==> src/rtl/sgtd_pkg.sv <==
// Shared types, constants, font ROM and helper functions of the scrolling glyph display.
package sgtd_pkg;

  localparam int MAX_CHARS_DEF  = 16;
  localparam int RIGHT_SLOT_DEF = 13;

  localparam int          CHAR_PITCH       = 4;
  localparam int          GLYPH_W          = 3;
  localparam int          NUM_ROWS         = 8;
  localparam int          MAX_WITH_PREVIEW = 3;
  localparam logic [2:0]  SLIDE_STEPS      = 3'd4;
  localparam logic [3:0]  LAST_COL         = 4'd15;
  localparam logic [5:0]  DIGIT_BASE       = 6'd26;
  localparam logic [5:0]  SPACE_GLYPH      = 6'd36;
  localparam logic [5:0]  UNKNOWN_GLYPH    = 6'd37;

  typedef enum logic [1:0] {
    OP_APPEND  = 2'd0,
    OP_PREVIEW = 2'd1,
    OP_TICK    = 2'd2
  } opcode_t;

  typedef enum logic [1:0] {
    REG_BLACK = 2'd0,
    REG_GREEN = 2'd1,
    REG_RED   = 2'd2
  } reg_index_t;

  // where a column's pixels come from
  typedef enum logic [1:0] {
    SRC_BLANK = 2'd0,
    SRC_MEM   = 2'd1,
    SRC_PREV  = 2'd2
  } src_t;

  typedef struct packed {
    logic [3:0] col;
    src_t       src;
    logic [1:0] k;
  } col_info_t;

  // 3x6 font, three columns per glyph, bit r is row r
  localparam logic [0:37][0:2][7:0] GLYPH_ROM = {
    {8'h3E, 8'h48, 8'h3E}, {8'h7E, 8'h52, 8'h2C}, {8'h3C, 8'h42, 8'h42},
    {8'h7E, 8'h42, 8'h3C}, {8'h7E, 8'h52, 8'h42}, {8'h7E, 8'h50, 8'h40},
    {8'h3C, 8'h4A, 8'h4E}, {8'h7E, 8'h10, 8'h7E}, {8'h42, 8'h7E, 8'h42},
    {8'h0C, 8'h02, 8'h7C}, {8'h7E, 8'h10, 8'h6E}, {8'h7E, 8'h02, 8'h02},
    {8'h7E, 8'h30, 8'h7E}, {8'h7E, 8'h40, 8'h7E}, {8'h3C, 8'h42, 8'h3C},
    {8'h7E, 8'h48, 8'h30}, {8'h3C, 8'h46, 8'h3E}, {8'h7E, 8'h48, 8'h36},
    {8'h22, 8'h52, 8'h4C}, {8'h40, 8'h7E, 8'h40}, {8'h7C, 8'h02, 8'h7E},
    {8'h7C, 8'h02, 8'h7C}, {8'h7E, 8'h0C, 8'h7E}, {8'h66, 8'h18, 8'h66},
    {8'h60, 8'h1E, 8'h60}, {8'h46, 8'h5A, 8'h62},
    {8'h3C, 8'h52, 8'h3C}, {8'h22, 8'h7E, 8'h02}, {8'h4E, 8'h52, 8'h22},
    {8'h42, 8'h52, 8'h3C}, {8'h70, 8'h10, 8'h7E}, {8'h72, 8'h52, 8'h4C},
    {8'h3C, 8'h52, 8'h4C}, {8'h40, 8'h5E, 8'h60}, {8'h2C, 8'h52, 8'h2C},
    {8'h32, 8'h4A, 8'h3C},
    {8'h00, 8'h00, 8'h00}, {8'h20, 8'h4A, 8'h30}
  };

  // map an ASCII code to its glyph number
  function automatic logic [5:0] glyph_of(input logic [7:0] c);
    logic [5:0] g;
    if (c >= 8'h41 && c <= 8'h5A) begin
      g = 6'(c - 8'h41);
    end else if (c >= 8'h61 && c <= 8'h7A) begin
      g = 6'(c - 8'h61);
    end else if (c >= 8'h30 && c <= 8'h39) begin
      g = 6'(c - 8'h30) + DIGIT_BASE;
    end else if (c == 8'h20) begin
      g = SPACE_GLYPH;
    end else begin
      g = UNKNOWN_GLYPH;
    end
    return g;
  endfunction

  // one pixel column of a glyph; the gap column reads as empty
  function automatic logic [7:0] font_column(input logic [5:0] g, input logic [1:0] k);
    logic [7:0] bits;
    if (k == 2'd3 || g > UNKNOWN_GLYPH) begin
      bits = 8'h00;
    end else begin
      bits = GLYPH_ROM[g][k];
    end
    return bits;
  endfunction

endpackage

==> src/rtl/sgtd_mem.sv <==
// Character history memory: one write port, one registered read port.
module sgtd_mem #(
  parameter int DEPTH = sgtd_pkg::MAX_CHARS_DEF,
  parameter int AW    = $clog2(DEPTH)
) (
  input  logic          clk,
  input  logic          we,
  input  logic [AW-1:0] waddr,
  input  logic [15:0]   wdata,
  input  logic          re,
  input  logic [AW-1:0] raddr,
  output logic [15:0]   rdata
);

  logic [15:0] mem [DEPTH];

  // write one entry
  always_ff @(posedge clk) begin
    if (we) begin
      mem[waddr] <= wdata;
    end
  end

  // read one entry, hold data between reads
  always_ff @(posedge clk) begin
    if (re) begin
      rdata <= mem[raddr];
    end
  end

endmodule

==> src/rtl/sgtd_pix.sv <==
// Column renderer: glyph lookup, row colours and the output register.
module sgtd_pix (
  input  logic                  clk,
  input  logic                  rst,
  input  logic                  s1_valid,
  input  sgtd_pkg::col_info_t   s1_info,
  input  logic [15:0]           rdata,
  input  logic [7:0]            preview_code,
  input  logic [7:0]            black_colour,
  input  logic [7:0]            red_colour,
  output logic                  s1_ready,
  output logic                  m_tvalid,
  input  logic                  m_tready,
  output logic [71:0]           m_tdata,   // column_index, row0_colour .. row7_colour, pad
  output logic                  m_tlast    // frame_end
);

  logic [7:0]  code;
  logic [7:0]  colour;
  logic [7:0]  bits;
  logic [63:0] rows;

  assign s1_ready = !m_tvalid || m_tready;

  // pick the source of this column
  always_comb begin
    code   = rdata[7:0];
    colour = rdata[15:8];
    bits   = 8'h00;
    case (s1_info.src)
      sgtd_pkg::SRC_MEM: begin
        bits = sgtd_pkg::font_column(sgtd_pkg::glyph_of(code), s1_info.k);
      end
      sgtd_pkg::SRC_PREV: begin
        code   = preview_code;
        colour = red_colour;
        bits   = sgtd_pkg::font_column(sgtd_pkg::glyph_of(code), s1_info.k);
      end
      default: begin
        bits = 8'h00;
      end
    endcase
    for (int r = 0; r < sgtd_pkg::NUM_ROWS; r++) begin
      rows[r*8 +: 8] = bits[r] ? colour : black_colour;
    end
  end

  // output register
  always_ff @(posedge clk) begin
    if (rst) begin
      m_tvalid <= 1'b0;
    end else if (s1_ready) begin
      m_tvalid <= s1_valid;
    end
  end

  always_ff @(posedge clk) begin
    if (s1_ready && s1_valid) begin
      m_tdata <= {4'b0, rows, s1_info.col};
      m_tlast <= (s1_info.col == sgtd_pkg::LAST_COL);
    end
  end

endmodule

==> src/rtl/scrolling_glyph_text_display.sv <==
// Top level of the scrolling glyph display: state, column sequencer and history memory.
//
//  channel  | direction | payload
//  s_*      | in        | s_tdata: opcode, char_code, char_colour, mark_count, preview_code
//  m_*      | out       | m_tdata: column_index, row0..row7 colours; m_tlast: frame_end
//  cfg_*    | in        | cfg_index selects black, green or red colour; cfg_data value
//
// A redrawing item gives 16 column transfers, one a cycle while the output does not
// stall, through a memory read stage and then render into the output register. The
// column sequencer sets the rate: the next item is taken once the last column has
// left the read stage. Items that do not redraw give no column transfers. Reset is
// synchronous and clears the history count, the slide and the preview. An output
// stall holds the read stage and the sequencer.
module scrolling_glyph_text_display #(
  parameter int MAX_CHARS         = sgtd_pkg::MAX_CHARS_DEF,
  parameter int RIGHT_SLOT_COLUMN = sgtd_pkg::RIGHT_SLOT_DEF
) (
  input  logic        clk,
  input  logic        rst,
  input  logic        s_tvalid,
  output logic        s_tready,
  input  logic [39:0] s_tdata,   // opcode, char_code, char_colour, mark_count, preview_code, pad
  output logic        m_tvalid,
  input  logic        m_tready,
  output logic [71:0] m_tdata,   // column_index, row0_colour .. row7_colour, pad
  output logic        m_tlast,   // frame_end
  input  logic        cfg_we,
  input  logic [1:0]  cfg_index,
  input  logic [7:0]  cfg_data
);

  localparam int AW = (MAX_CHARS > 1) ? $clog2(MAX_CHARS) : 1;
  localparam int CW = $clog2(MAX_CHARS + 1);
  localparam logic [CW-1:0] FULL = CW'(MAX_CHARS);
  localparam logic [CW-1:0] PREV_LIM = CW'(sgtd_pkg::MAX_WITH_PREVIEW);

  logic [7:0]    black_colour;
  logic [7:0]    red_colour;
  logic [AW-1:0] head;
  logic [CW-1:0] count;
  logic          slide_active;
  logic [2:0]    slide_offset;
  logic [7:0]    preview_count;
  logic [7:0]    preview_code;
  logic          busy;
  logic [3:0]    col;
  logic          s1_valid;
  sgtd_pkg::col_info_t s1_info;

  logic          s_fire;
  logic [1:0]    op;
  logic          we;
  logic [AW-1:0] waddr;
  logic [AW:0]   wsum;
  logic          s1_ready;
  logic          s1_move;
  logic          issue;
  logic [AW-1:0] raddr;
  logic [AW:0]   rsum;
  logic [CW-1:0] n;
  logic [CW-1:0] rel;
  logic signed [6:0] right;
  logic signed [6:0] w;
  logic signed [6:0] wp3;
  logic signed [6:0] nw;
  logic [2:0]    j;
  logic [1:0]    k;
  logic          hit_mem;
  logic          hit_prev;
  logic [5:0]    col6;
  logic [15:0]   rdata;
  sgtd_pkg::col_info_t info;

  assign s_tready = !busy && !s1_valid;
  assign s_fire   = s_tvalid && s_tready;
  assign op       = s_tdata[1:0];
  assign s1_move  = s1_valid && s1_ready;
  assign issue    = busy && (!s1_valid || s1_ready);

  // write address: append behind the newest, or overwrite the oldest when full
  always_comb begin
    wsum = (AW+1)'(head) + (AW+1)'(count);
    if (wsum >= (AW+1)'(MAX_CHARS)) begin
      wsum = wsum - (AW+1)'(MAX_CHARS);
    end
    waddr = (count == FULL) ? head : wsum[AW-1:0];
    we    = s_fire && (op == sgtd_pkg::OP_APPEND);
  end

  // locate the glyph column under the current screen column
  always_comb begin
    n = count;
    if (preview_count != 8'd0 && count > PREV_LIM) begin
      n = PREV_LIM;
    end
    if (preview_count != 8'd0) begin
      right = 7'(RIGHT_SLOT_COLUMN - sgtd_pkg::CHAR_PITCH);
    end else begin
      right = 7'(RIGHT_SLOT_COLUMN) - $signed({4'b0, slide_offset});
    end
    w    = right - $signed({3'b0, col});
    wp3  = w + 7'sd3;
    nw   = -w;
    j    = wp3[4:2];
    k    = nw[1:0];
    hit_mem = (w >= -7'sd3) && (k != 2'd3) && ((CW+3)'(j) < (CW+3)'(n));
    rel  = count - CW'(1) - CW'(j);
    rsum = (AW+1)'(head) + (AW+1)'(rel[AW-1:0]);
    if (rsum >= (AW+1)'(MAX_CHARS)) begin
      rsum = rsum - (AW+1)'(MAX_CHARS);
    end
    raddr = rsum[AW-1:0];
    col6  = {2'b0, col};
    hit_prev = (preview_count != 8'd0) && (col6 >= 6'(RIGHT_SLOT_COLUMN))
               && (col6 <= 6'(RIGHT_SLOT_COLUMN + sgtd_pkg::GLYPH_W - 1));
    info.col = col;
    if (hit_prev) begin
      info.src = sgtd_pkg::SRC_PREV;
      info.k   = 2'(col6 - 6'(RIGHT_SLOT_COLUMN));
    end else if (hit_mem) begin
      info.src = sgtd_pkg::SRC_MEM;
      info.k   = k;
    end else begin
      info.src = sgtd_pkg::SRC_BLANK;
      info.k   = k;
    end
  end

  // colour registers; green is accepted but not drawn with
  always_ff @(posedge clk) begin
    if (rst) begin
      black_colour <= 8'd0;
      red_colour   <= 8'd2;
    end else if (cfg_we) begin
      unique case (cfg_index)
        sgtd_pkg::REG_BLACK: black_colour <= cfg_data;
        sgtd_pkg::REG_RED:   red_colour   <= cfg_data;
        default: ;
      endcase
    end
  end

  // display state and column sequencer
  always_ff @(posedge clk) begin
    if (rst) begin
      head          <= '0;
      count         <= '0;
      slide_active  <= 1'b0;
      slide_offset  <= 3'd0;
      preview_count <= 8'd0;
      preview_code  <= 8'd0;
      busy          <= 1'b0;
      col           <= 4'd0;
      s1_valid      <= 1'b0;
    end else begin
      if (s_fire) begin
        col <= 4'd0;
        unique case (op)
          sgtd_pkg::OP_APPEND: begin
            if (count == FULL) begin
              head <= (head == AW'(MAX_CHARS - 1)) ? '0 : head + AW'(1);
            end else begin
              count <= count + CW'(1);
            end
            preview_count <= 8'd0;
            preview_code  <= 8'd0;
            slide_active  <= 1'b1;
            slide_offset  <= 3'd0;
            busy          <= 1'b1;
          end
          sgtd_pkg::OP_PREVIEW: begin
            preview_count <= s_tdata[25:18];
            preview_code  <= s_tdata[33:26];
            slide_active  <= 1'b0;
            slide_offset  <= 3'd0;
            busy          <= 1'b1;
          end
          sgtd_pkg::OP_TICK: begin
            if (slide_active) begin
              slide_offset <= slide_offset + 3'd1;
              if (slide_offset + 3'd1 == sgtd_pkg::SLIDE_STEPS) begin
                slide_active <= 1'b0;
              end
              busy <= 1'b1;
            end
          end
          default: ;
        endcase
      end
      // advance one column into the read stage
      if (issue) begin
        s1_valid <= 1'b1;
        col      <= col + 4'd1;
        if (col == sgtd_pkg::LAST_COL) begin
          busy <= 1'b0;
        end
      end else if (s1_move) begin
        s1_valid <= 1'b0;
      end
    end
  end

  always_ff @(posedge clk) begin
    if (issue) begin
      s1_info <= info;
    end
  end

  sgtd_mem #(
    .DEPTH (MAX_CHARS),
    .AW    (AW)
  ) u_mem (
    .clk   (clk),
    .we    (we),
    .waddr (waddr),
    .wdata ({s_tdata[17:10], s_tdata[9:2]}),
    .re    (issue),
    .raddr (raddr),
    .rdata (rdata)
  );

  sgtd_pix u_pix (
    .clk          (clk),
    .rst          (rst),
    .s1_valid     (s1_valid),
    .s1_info      (s1_info),
    .rdata        (rdata),
    .preview_code (preview_code),
    .black_colour (black_colour),
    .red_colour   (red_colour),
    .s1_ready     (s1_ready),
    .m_tvalid     (m_tvalid),
    .m_tready     (m_tready),
    .m_tdata      (m_tdata),
    .m_tlast      (m_tlast)
  );

  // history never grows past its depth
  a_count_range: assert property (@(posedge clk) disable iff (rst)
    (count <= FULL) && (32'(head) < MAX_CHARS))
    else $error("history count or head out of range");

  // the last column ends the frame sequencer
  a_frame_end: assert property (@(posedge clk) disable iff (rst)
    issue && (col == sgtd_pkg::LAST_COL) |=> !busy)
    else $error("sequencer kept running after the last column");

  // a stalled read stage keeps its column
  a_s1_hold: assert property (@(posedge clk) disable iff (rst)
    s1_valid && !s1_ready |=> s1_valid && $stable(s1_info) && $stable(rdata))
    else $error("read stage changed while stalled");

  // no new item while a frame is still in flight
  a_no_overlap: assert property (@(posedge clk) disable iff (rst)
    (busy || s1_valid) |-> !s_fire)
    else $error("item accepted during a redraw");

endmodule
==> config.mk <==
export PLATFORM = sky130hd
export DESIGN_NAME = scrolling_glyph_text_display
export DESIGN_NICKNAME = d
export VERILOG_FILES = /design/src/rtl/sgtd_pkg.sv /design/src/rtl/sgtd_mem.sv /design/src/rtl/sgtd_pix.sv /design/src/rtl/scrolling_glyph_text_display.sv
export SDC_FILE = /design/constraint.sdc
export NUM_CORES = 1
export LEC_CHECK = 0
export ABC_AREA = 0
export BUFFER_PORTS_ARGS = -buffer_cell sky130_fd_sc_hd__buf_4
export CAP_MARGIN = 0
export CORE_UTILIZATION = 45
export DETAILED_ROUTE_END_ITERATION = 12
export PLACE_DENSITY = 0.61
export SETUP_SLACK_MARGIN = 0.2
export SYNTH_ARGS = -nofsm -noshare
export SYNTH_HDL_FRONTEND = slang
export SYNTH_SLANG_ARGS = --single-unit
==> constraint.sdc <==
create_clock -name clk -period 17.49 [get_ports clk]
set_input_delay 3.498 -clock clk [delete_from_list [all_inputs] [get_ports clk]]
set_output_delay 3.498 -clock clk [all_outputs]
set_load 0.03 [all_outputs]
==> metrics.md, run 1 <==
| Metric | Value |
|---|---|
| Setup Skew | 0.01258 ns |
| Critical path launch point type | register |
| NumNets Final | 1605 |
| WS Path Type | reg2reg |
| Die W | approximately 210 um |
| Total Neg Setup Slack | 0 ns |
| Sw power | 629.3 uW |
| Final period utilization | 34.46% |
| H-tree Lvls | 2 |
| Via count | 12.00k |
| Final Hold Fails | 0 |
| Unrepaired setup endpoints after global routing | false |
| Final Util | 52.36% |
| Synth Flop Type | edfxtp_1 |
| Antenna violations before repair | 0 |
| Fin area | 22010 um^2 |
| HP Start | preview_count[0] |
| Worst Setup End Kind | register |
| Sequential cell area fraction in the yosys report | 58.72% |
| Post-DP Area | 20710 um^2 |
| Cell Rows | 75 |
| Maximum root-to-sink buffer count | 3 |
| Post-CTS resize count | 0 |
| CTS Sinks | 393 |
| Worst-Margin Slew | 1.204 ns |
| Vias in the first global route | 11.96k |
| Global placement routability congestion | 0.9085 |
| Achievable frequency | between 150 and 200 MHz |
| Vias per cell | 5.860 |
| Dpl hpwl | 27440 um |
| Setup bufs post-CTS | 0 |
| Clk pwr share | 35.4% |
| DRC viols | 0 |
| VDD IR-drop max | 0.09141 mV |
| Int Pwr | 1.757 mW |
| Detailed Route Iter0 Violations | 972 |
| Total power draw | 2.387 mW |
| Pin count of the biggest net entering global routing | 65 |
| DRT Wirelength | 44640 um |
| CTS Buf Count | 42 |
| Final min period | 6.027 ns |
| Post-CTS Hold Buffers | 0 |
| Top fanout value on the critical path | 64 |
| Max Slew Vio Count | 0 |
| Gr usage total | 20.81% |
| Unique cell type count in the Yosys netlist | 85 |
| Boundary Pins | 130 |
| Post-synth ARST share | 0% |
| Worst rel slew slack | 19.72% |
| Most frequent cells in the layout | edfxtp_1, buf_4, nor2_1 |
| Outcome | finished clean |
| Clock slew at reported path FFs | 0.06 ns |
| FF+latch area | 11280 um^2 |
| Pwr dens | 108.4 nW/um^2 |
| Clk Tree Root Cell | clkbuf_16 |
| Reg power frac | 44.3% |
| Synthesized instance count | 1371 |
| Required time of the critical path | 17.78 ns |
| Final setup violation count | 0 |
| Commonest non-fill, non-tap cell in the layout | edfxtp_1 |
| Arr. time, crit path | 6.32 ns |
| CTS tree | done |
| Worst hold path class | reg2reg |
| Logic pwr share | 20.3% |
| First-pass GRT wire length | 69700 um |
| Core Area | 42040 um^2 |
| Die Ht | 208.6 um |
| Area Growth Syn to Fin | 14.57% |
| DIE AREA | 43520 um^2 |
| Clock insertion delay at the later pin of the skew report | 0.57 ns |
| CP cell instances | or4_1 -> nor2_1 -> and2_1 -> ha_1 -> inv_1 -> fa_1 -> inv_1 -> ha_1 -> xnor2_1 -> ha_1 -> inv_1 -> fa_1 -> fa_2 -> buf_4 -> mux4_2 -> mux4_2 |
| Slowest-stage cell, CP | buf_4 |
| # fillers | 3572 |
| EDFF count, synth | 341 |
| Sw Share | 26.37% |
| Number of max-cap violations | 0 |
| First-pass detailed-route iteration total | 5 |
| Multi-input gate area | roughly 7500 um^2 |
| Antenna Cells | 0 |
| Avg WL per Cell | 21.81 um |
| Initial core utilization | 45.70% |
| IO Port Bufs | 119 |
| Yosys warnings | 0 |
| GRT overflow | 0 |
| Mean post-synth cell area | 14.01 um^2 |
| Worst reg2reg path startpoint | preview_count[3] |
| Mapped cell area | between 15000 and 20000 um^2 |
| Share of layout cells above drive strength 1 | 25.99% |
| Crit path from | preview_count[3] |
| Max incr delay on CP | roughly 0.67 ns |
| Antenna-violating nets left | 0 |
| Synth Register Bits | 393 |
| Leak | about 7.7 nW |
## final cells by class
cell class / instances / share of cell area [%]
timing repair buffer: 148 / 5.048
inverter: 38 / 0.6480
clock inverter: 16 / 0.5741
tap: 539 / 3.064
clock buffer: 58 / 5.343
sequential: 393 / 51.25
multi-input combinational: 855 / 34.07
## worst max-delay path: cells and delay by family, from the launching register on
kind                     cells  cell delay, ns
buffers and inverters        4            0.85
AND/OR/NAND/NOR              3            1.20
multiplexers                 2            0.97
adder cells (fa/ha/maj)      6            2.07
flip-flops                   1            0.30
XOR/XNOR                     1            0.24
## flip-flops by register name, indices dropped and copies added, names as in the netlist, 3 cells and up
register and flops:
slide_offset 3, preview_code 8, u_pix.m_tdata 60, preview_count 8, black_colour 8, col 4
u_mem.mem 256, red_colour 8, s1_info 8, head 4, u_mem.rdata 16, count 5
## per-stage QoR
stage	hold WS (ns)	cells	setup slack, ns
2_1_floorplan	0.4180	1374	10.71
3_3_place_gp	0.4392	1973	11.32
3_5_place_dp	0.4422	1973	11.27
4_1_cts	0.4483	2047	11.42
5_1_grt	0.4635	2047	11.13
6_report	0.4441	2047	11.46
## kinds of logic after synthesis
kind of cell | Yosys count | synth area share [%]
AOI/OAI and AO/OA | 254 | 9.502
xor gates and xnor gates | 29 | 1.322
adders and majority gates | 72 | 4.845
buffers and inverters | 126 | 2.885
DFF | 393 | 58.72
muxes | 176 | 14.77
other | 1 | 0.01952
and+or+nand+nor | 320 | 7.939
## routing by layer
metal | up-vias | part of all wire (%) | global-route usage (%) | routed length, um
met5 | - | 0 | 0 | 0
met2 | 415 | 49 | 35.06 | 21770
met3 | 89 | 5.6 | 3.261 | 2521
li1 | 5556 | - | - | -
met1 | 5935 | 43 | 27.31 | 19110
met4 | 0 | 2.8 | 7.632 | 1239
## synth_stat cells (6+ instances only)
cell	instances	area [um^2]
edfxtp_1	341	10240
nor2_1	102	382.9
nand2_1	84	315.3
mux4_2	80	1802
ha_1	68	850.8
a21oi_1	61	305.3
mux2_2	60	675.7
dfxtp_1	52	1041
clkbuf_1	44	165.2
o21ai_0	41	205.2
mux2i_1	36	360.4
inv_1	33	123.9
nand3_1	33	165.2
nor3_1	31	155.2
a31oi_1	20	125.1
buf_2	20	100.1
a211oi_1	16	120.1
o211ai_1	16	120.1
xnor2_1	16	140.1
buf_4	13	97.59
xor2_1	13	113.9
a21o_1	10	75.07
buf_1	10	37.54
nand2b_1	10	62.56
and2_1	9	56.30
a211o_1	8	70.07
nor3b_1	8	60.06
o221ai_1	8	70.07
nand4_1	7	43.79
nor2b_1	7	43.79
o2111ai_1	6	52.55
o31ai_1	6	45.04
## power groups by stage
stage          combinational (mW)  sequential (mW)  clock (mW)
2_1_floorplan               0.353             1.08           0
3_3_place_gp                0.485             1.08           0
3_5_place_dp                0.487             1.08           0
4_1_cts                     0.489             1.06       0.867
5_1_grt                     0.526             1.06       0.902
6_report                    0.484             1.06       0.845
## path summary, 6_finish.rpt
path                 endpoint  slack, ns  depth (start not counted)
min          preview_count[0]       0.44                          2
max reg2reg   u_mem.rdata[13]      11.46                         16
max           u_mem.rdata[13]      11.46                         16
min reg2reg  preview_count[0]       0.44                          2
(Power assumes the default switching activity.)
==> run 2, diff against run 1 <==
- ABC_AREA: 0 -> 1
- clock period: 17.49 -> 5.56 ns (I/O delays scaled with it)
==> metrics.md, run 2 <==
| Metric | Value |
|---|---|
| EDFF count, synth | 341 (unchanged) |
| Die Ht | 213.9 um (+2.5%) |
| Die W | 213.9 um (+2.5%) |
| Total Neg Setup Slack | 0 ns (unchanged) |
| CTS tree | done |
| GRT overflow | 0 (unchanged) |
| Share of the synthesized area in the top cell type | 50.67% (-2.6 points) |
| Vias per cell | 5.381 (-8.2%) |
| DRT Wirelength | 49100 um (+10%) |
| Clock slew at reported path FFs | 0.06 ns (about the same) |
| NumNets Final | 2351 (+46%) |
| Detailed Route Iter0 Violations | 1208 (+24%) |
| Worst-Margin Slew | 1.116 ns (-0.08855 ns) |
| # fillers | 3911 (+9.5%) |
| Achievable frequency | 200.1 MHz (+21%) |
| Mapped cell area | 20210 um^2 (+5.2%) |
| Top fanout value on the critical path | 53 (-17%) |
| CTS Buf Count | 43 (+2.4%) |
| Top flop regs | u_mem.mem (256), u_pix.m_tdata (60), u_mem.rdata (16) |
| Post-synth top area cell | edfxtp_1 |
| Share of layout cells above drive strength 1 | 14.08% (-12 points) |
| Boundary Pins | 130 (unchanged) |
| Mean post-synth cell area | 9.489 um^2 (-32%) |
| Reg with most FFs | u_mem.mem |
| Gr usage total | 21.41% (+0.59 points) |
| Synth Register Bits | 393 (unchanged) |
| Fin area | 23150 um^2 (+5.2%) |
| Top post-synthesis cells by area | edfxtp_1, nand2_1, nor2_1 |
| Final min period | 4.997 ns (-1.029 ns) |
| Clk Tree Root Cell | clkbuf_16 |
| Core Area | 44220 um^2 (+5.2%) |
| Yosys warnings | 0 (unchanged) |
| Initial core utilization | 45.70% (about the same) |
| Most frequent cells in the layout | nand2_1, nor2_1, edfxtp_1 |
| Synthesized instance count | 2130 (+55%) |
| Final Hold Fails | 0 (unchanged) |
| Pin count of the biggest net entering global routing | 129 (+98%) |
| Post-synth ARST share | 0% (unchanged) |
| CTS Sinks | 393 (unchanged) |
| Final period utilization | 89.88% (+55 points) |
| Unique cell type count in the Yosys netlist | 51 (-40%) |
| DRC viols | 0 (unchanged) |
| Worst hold path class | reg2reg |
| Setup Skew | 0.02026 ns (+0.007676 ns) |
| Sequential cell area fraction in the yosys report | 55.82% (-2.9 points) |
| IO Port Bufs | 119 (unchanged) |
| Count leader, synth | nand2_1 |
| Area Growth Syn to Fin | 14.54% (about the same) |
| H-tree Lvls | 2 (unchanged) |
| DIE AREA | 45760 um^2 (+5.1%) |
| Post-CTS Hold Buffers | 0 (unchanged) |
| Arr. time, crit path | 5.39 ns (-0.93 ns) |
| Antenna violations before repair | 0 (unchanged) |
| WS Path Type | reg2reg |
| Vias in the first global route | 15.02k (+26%) |
| First-pass detailed-route iteration total | 5 (unchanged) |
| Critical path launch point type | register |
| Leak | 8.990 nW (+17%) |
| Clock insertion delay at the later pin of the skew report | 0.58 ns (about the same) |
| Final setup violation count | 0 (unchanged) |
| Total power draw | 10.12 mW (+320%) |
| Antenna Cells | 0 (unchanged) |
| Antenna-violating nets left | 0 (unchanged) |
| Avg WL per Cell | 17.22 um (-21%) |
| Worst rel slew slack | 25.54% (+5.8 points) |
| Required time of the critical path | 5.95 ns (-11.83 ns) |
| Dpl hpwl | 32180 um (+17%) |
| Pwr dens | 437.4 nW/um^2 (+300%) |
| Outcome | finished clean |
| Number of max-cap violations | 0 (unchanged) |
| Synth top cells by count | nand2_1, nor2_1, edfxtp_1 |
| Via count | 15.34k (+28%) |
| First-pass GRT wire length | 79050 um (+13%) |
| Cell Rows | 77 (+2.7%) |
| Maximum root-to-sink buffer count | 3 (unchanged) |
| Max FFs per register | 256 (unchanged) |
| Commonest non-fill, non-tap cell in the layout | nand2_1 |
| Max Slew Vio Count | 0 (unchanged) |
| Global placement routability congestion | 0.9343 (+2.8%) |
| Post-DP Area | 21660 um^2 (+4.6%) |
| Worst Setup End Kind | register |
| Unrepaired setup endpoints after global routing | true |
| VDD IR-drop max | 0.3565 mV (+290%) |
| Synth Flop Type | edfxtp_1 |
[run 2: where the power goes]
group          internal, mW  leakage, nW  switching (mW)
clock                  1.72        0.712            1.17
sequential             3.35         3.52          0.0757
combinational          1.31         4.76            2.50
[run 2: layout make-up]
type                       count  area [um^2]  area share [%]
tap                          592        740.7           3.200
multi-input combinational   1489         7916           34.20
timing repair buffer         151         1209           5.221
clock buffer                  58         1206           5.211
inverter                     146        549.3           2.373
clock inverter                22        246.5           1.065
sequential                   393        11280           48.73
[run 2: layer usage]
layer  GRT usage, %  vias up  routed length, um
met2          36.02      412              23800
met1          27.81     7312              21410
li1               -     7514                  -
met4          8.633        0               1580
met3          2.985      104               2300
met5              0        -                  0
[run 2: metrics by stage]
| stage | worst slack (ns) | cells | hold slack (ns) | util (%) |
|---|---|---|---|---|
| after floorplan | 0.9387 | 2133 | 0.4233 | - |
| after global placement | 0.4475 | 2768 | 0.4385 | 48.99 |
| after detailed placement | 0.4005 | 2768 | 0.4456 | 48.99 |
| after CTS | 0.3831 | 2848 | 0.4532 | 52.27 |
| after global routing | 0.1905 | 2851 | 0.4654 | 52.35 |
| final | 0.5626 | 2851 | 0.4518 | 52.35 |
[run 2: path summary, 6_finish.rpt]
kind | endpoint | cells after the start | start | slack, ns
min reg2reg | red_colour[0] | 2 | red_colour[0] | 0.45
min | red_colour[0] | 2 | red_colour[0] | 0.45
max | u_mem.rdata[11] | 21 | preview_count[5] | 0.56
max reg2reg | u_mem.rdata[11] | 21 | preview_count[5] | 0.56
[run 2: logic make-up after synthesis]
group / synth area share, %
simple gates: 22.70
flops: 55.82
fa+ha+maj: 4.606
other cells: 0.01855
mux: 0.9472
compound gates: 9.775
xor+xnor: 0.7800
buf+inv: 5.355
[run 2: timing repair]
item | 4_1_cts | 5_1_grt
setup buffers | 0 | 3
gates resized for setup | 0 | 1
endpoints found under the setup margin | 0 | 12
[run 2: worst max-delay path, stage by stage, from the launching register on]
cell and delay [ns]:
dfxtp_1 0.30, nor2_1 0.12, nand2_1 0.07, nor2_1 0.17
inv_1 0.11, nor2_1 0.11, ha_1 0.15, inv_1 0.06
fa_1 0.48, inv_1 0.07, ha_1 0.23, xnor2_1 0.25
ha_1 0.21, inv_1 0.05, fa_1 0.48, fa_4 0.89
buf_12 0.26, o21ai_0 0.16, o32ai_1 0.15, mux2_2 0.21
nor2_1 0.04, a31oi_1 0.23
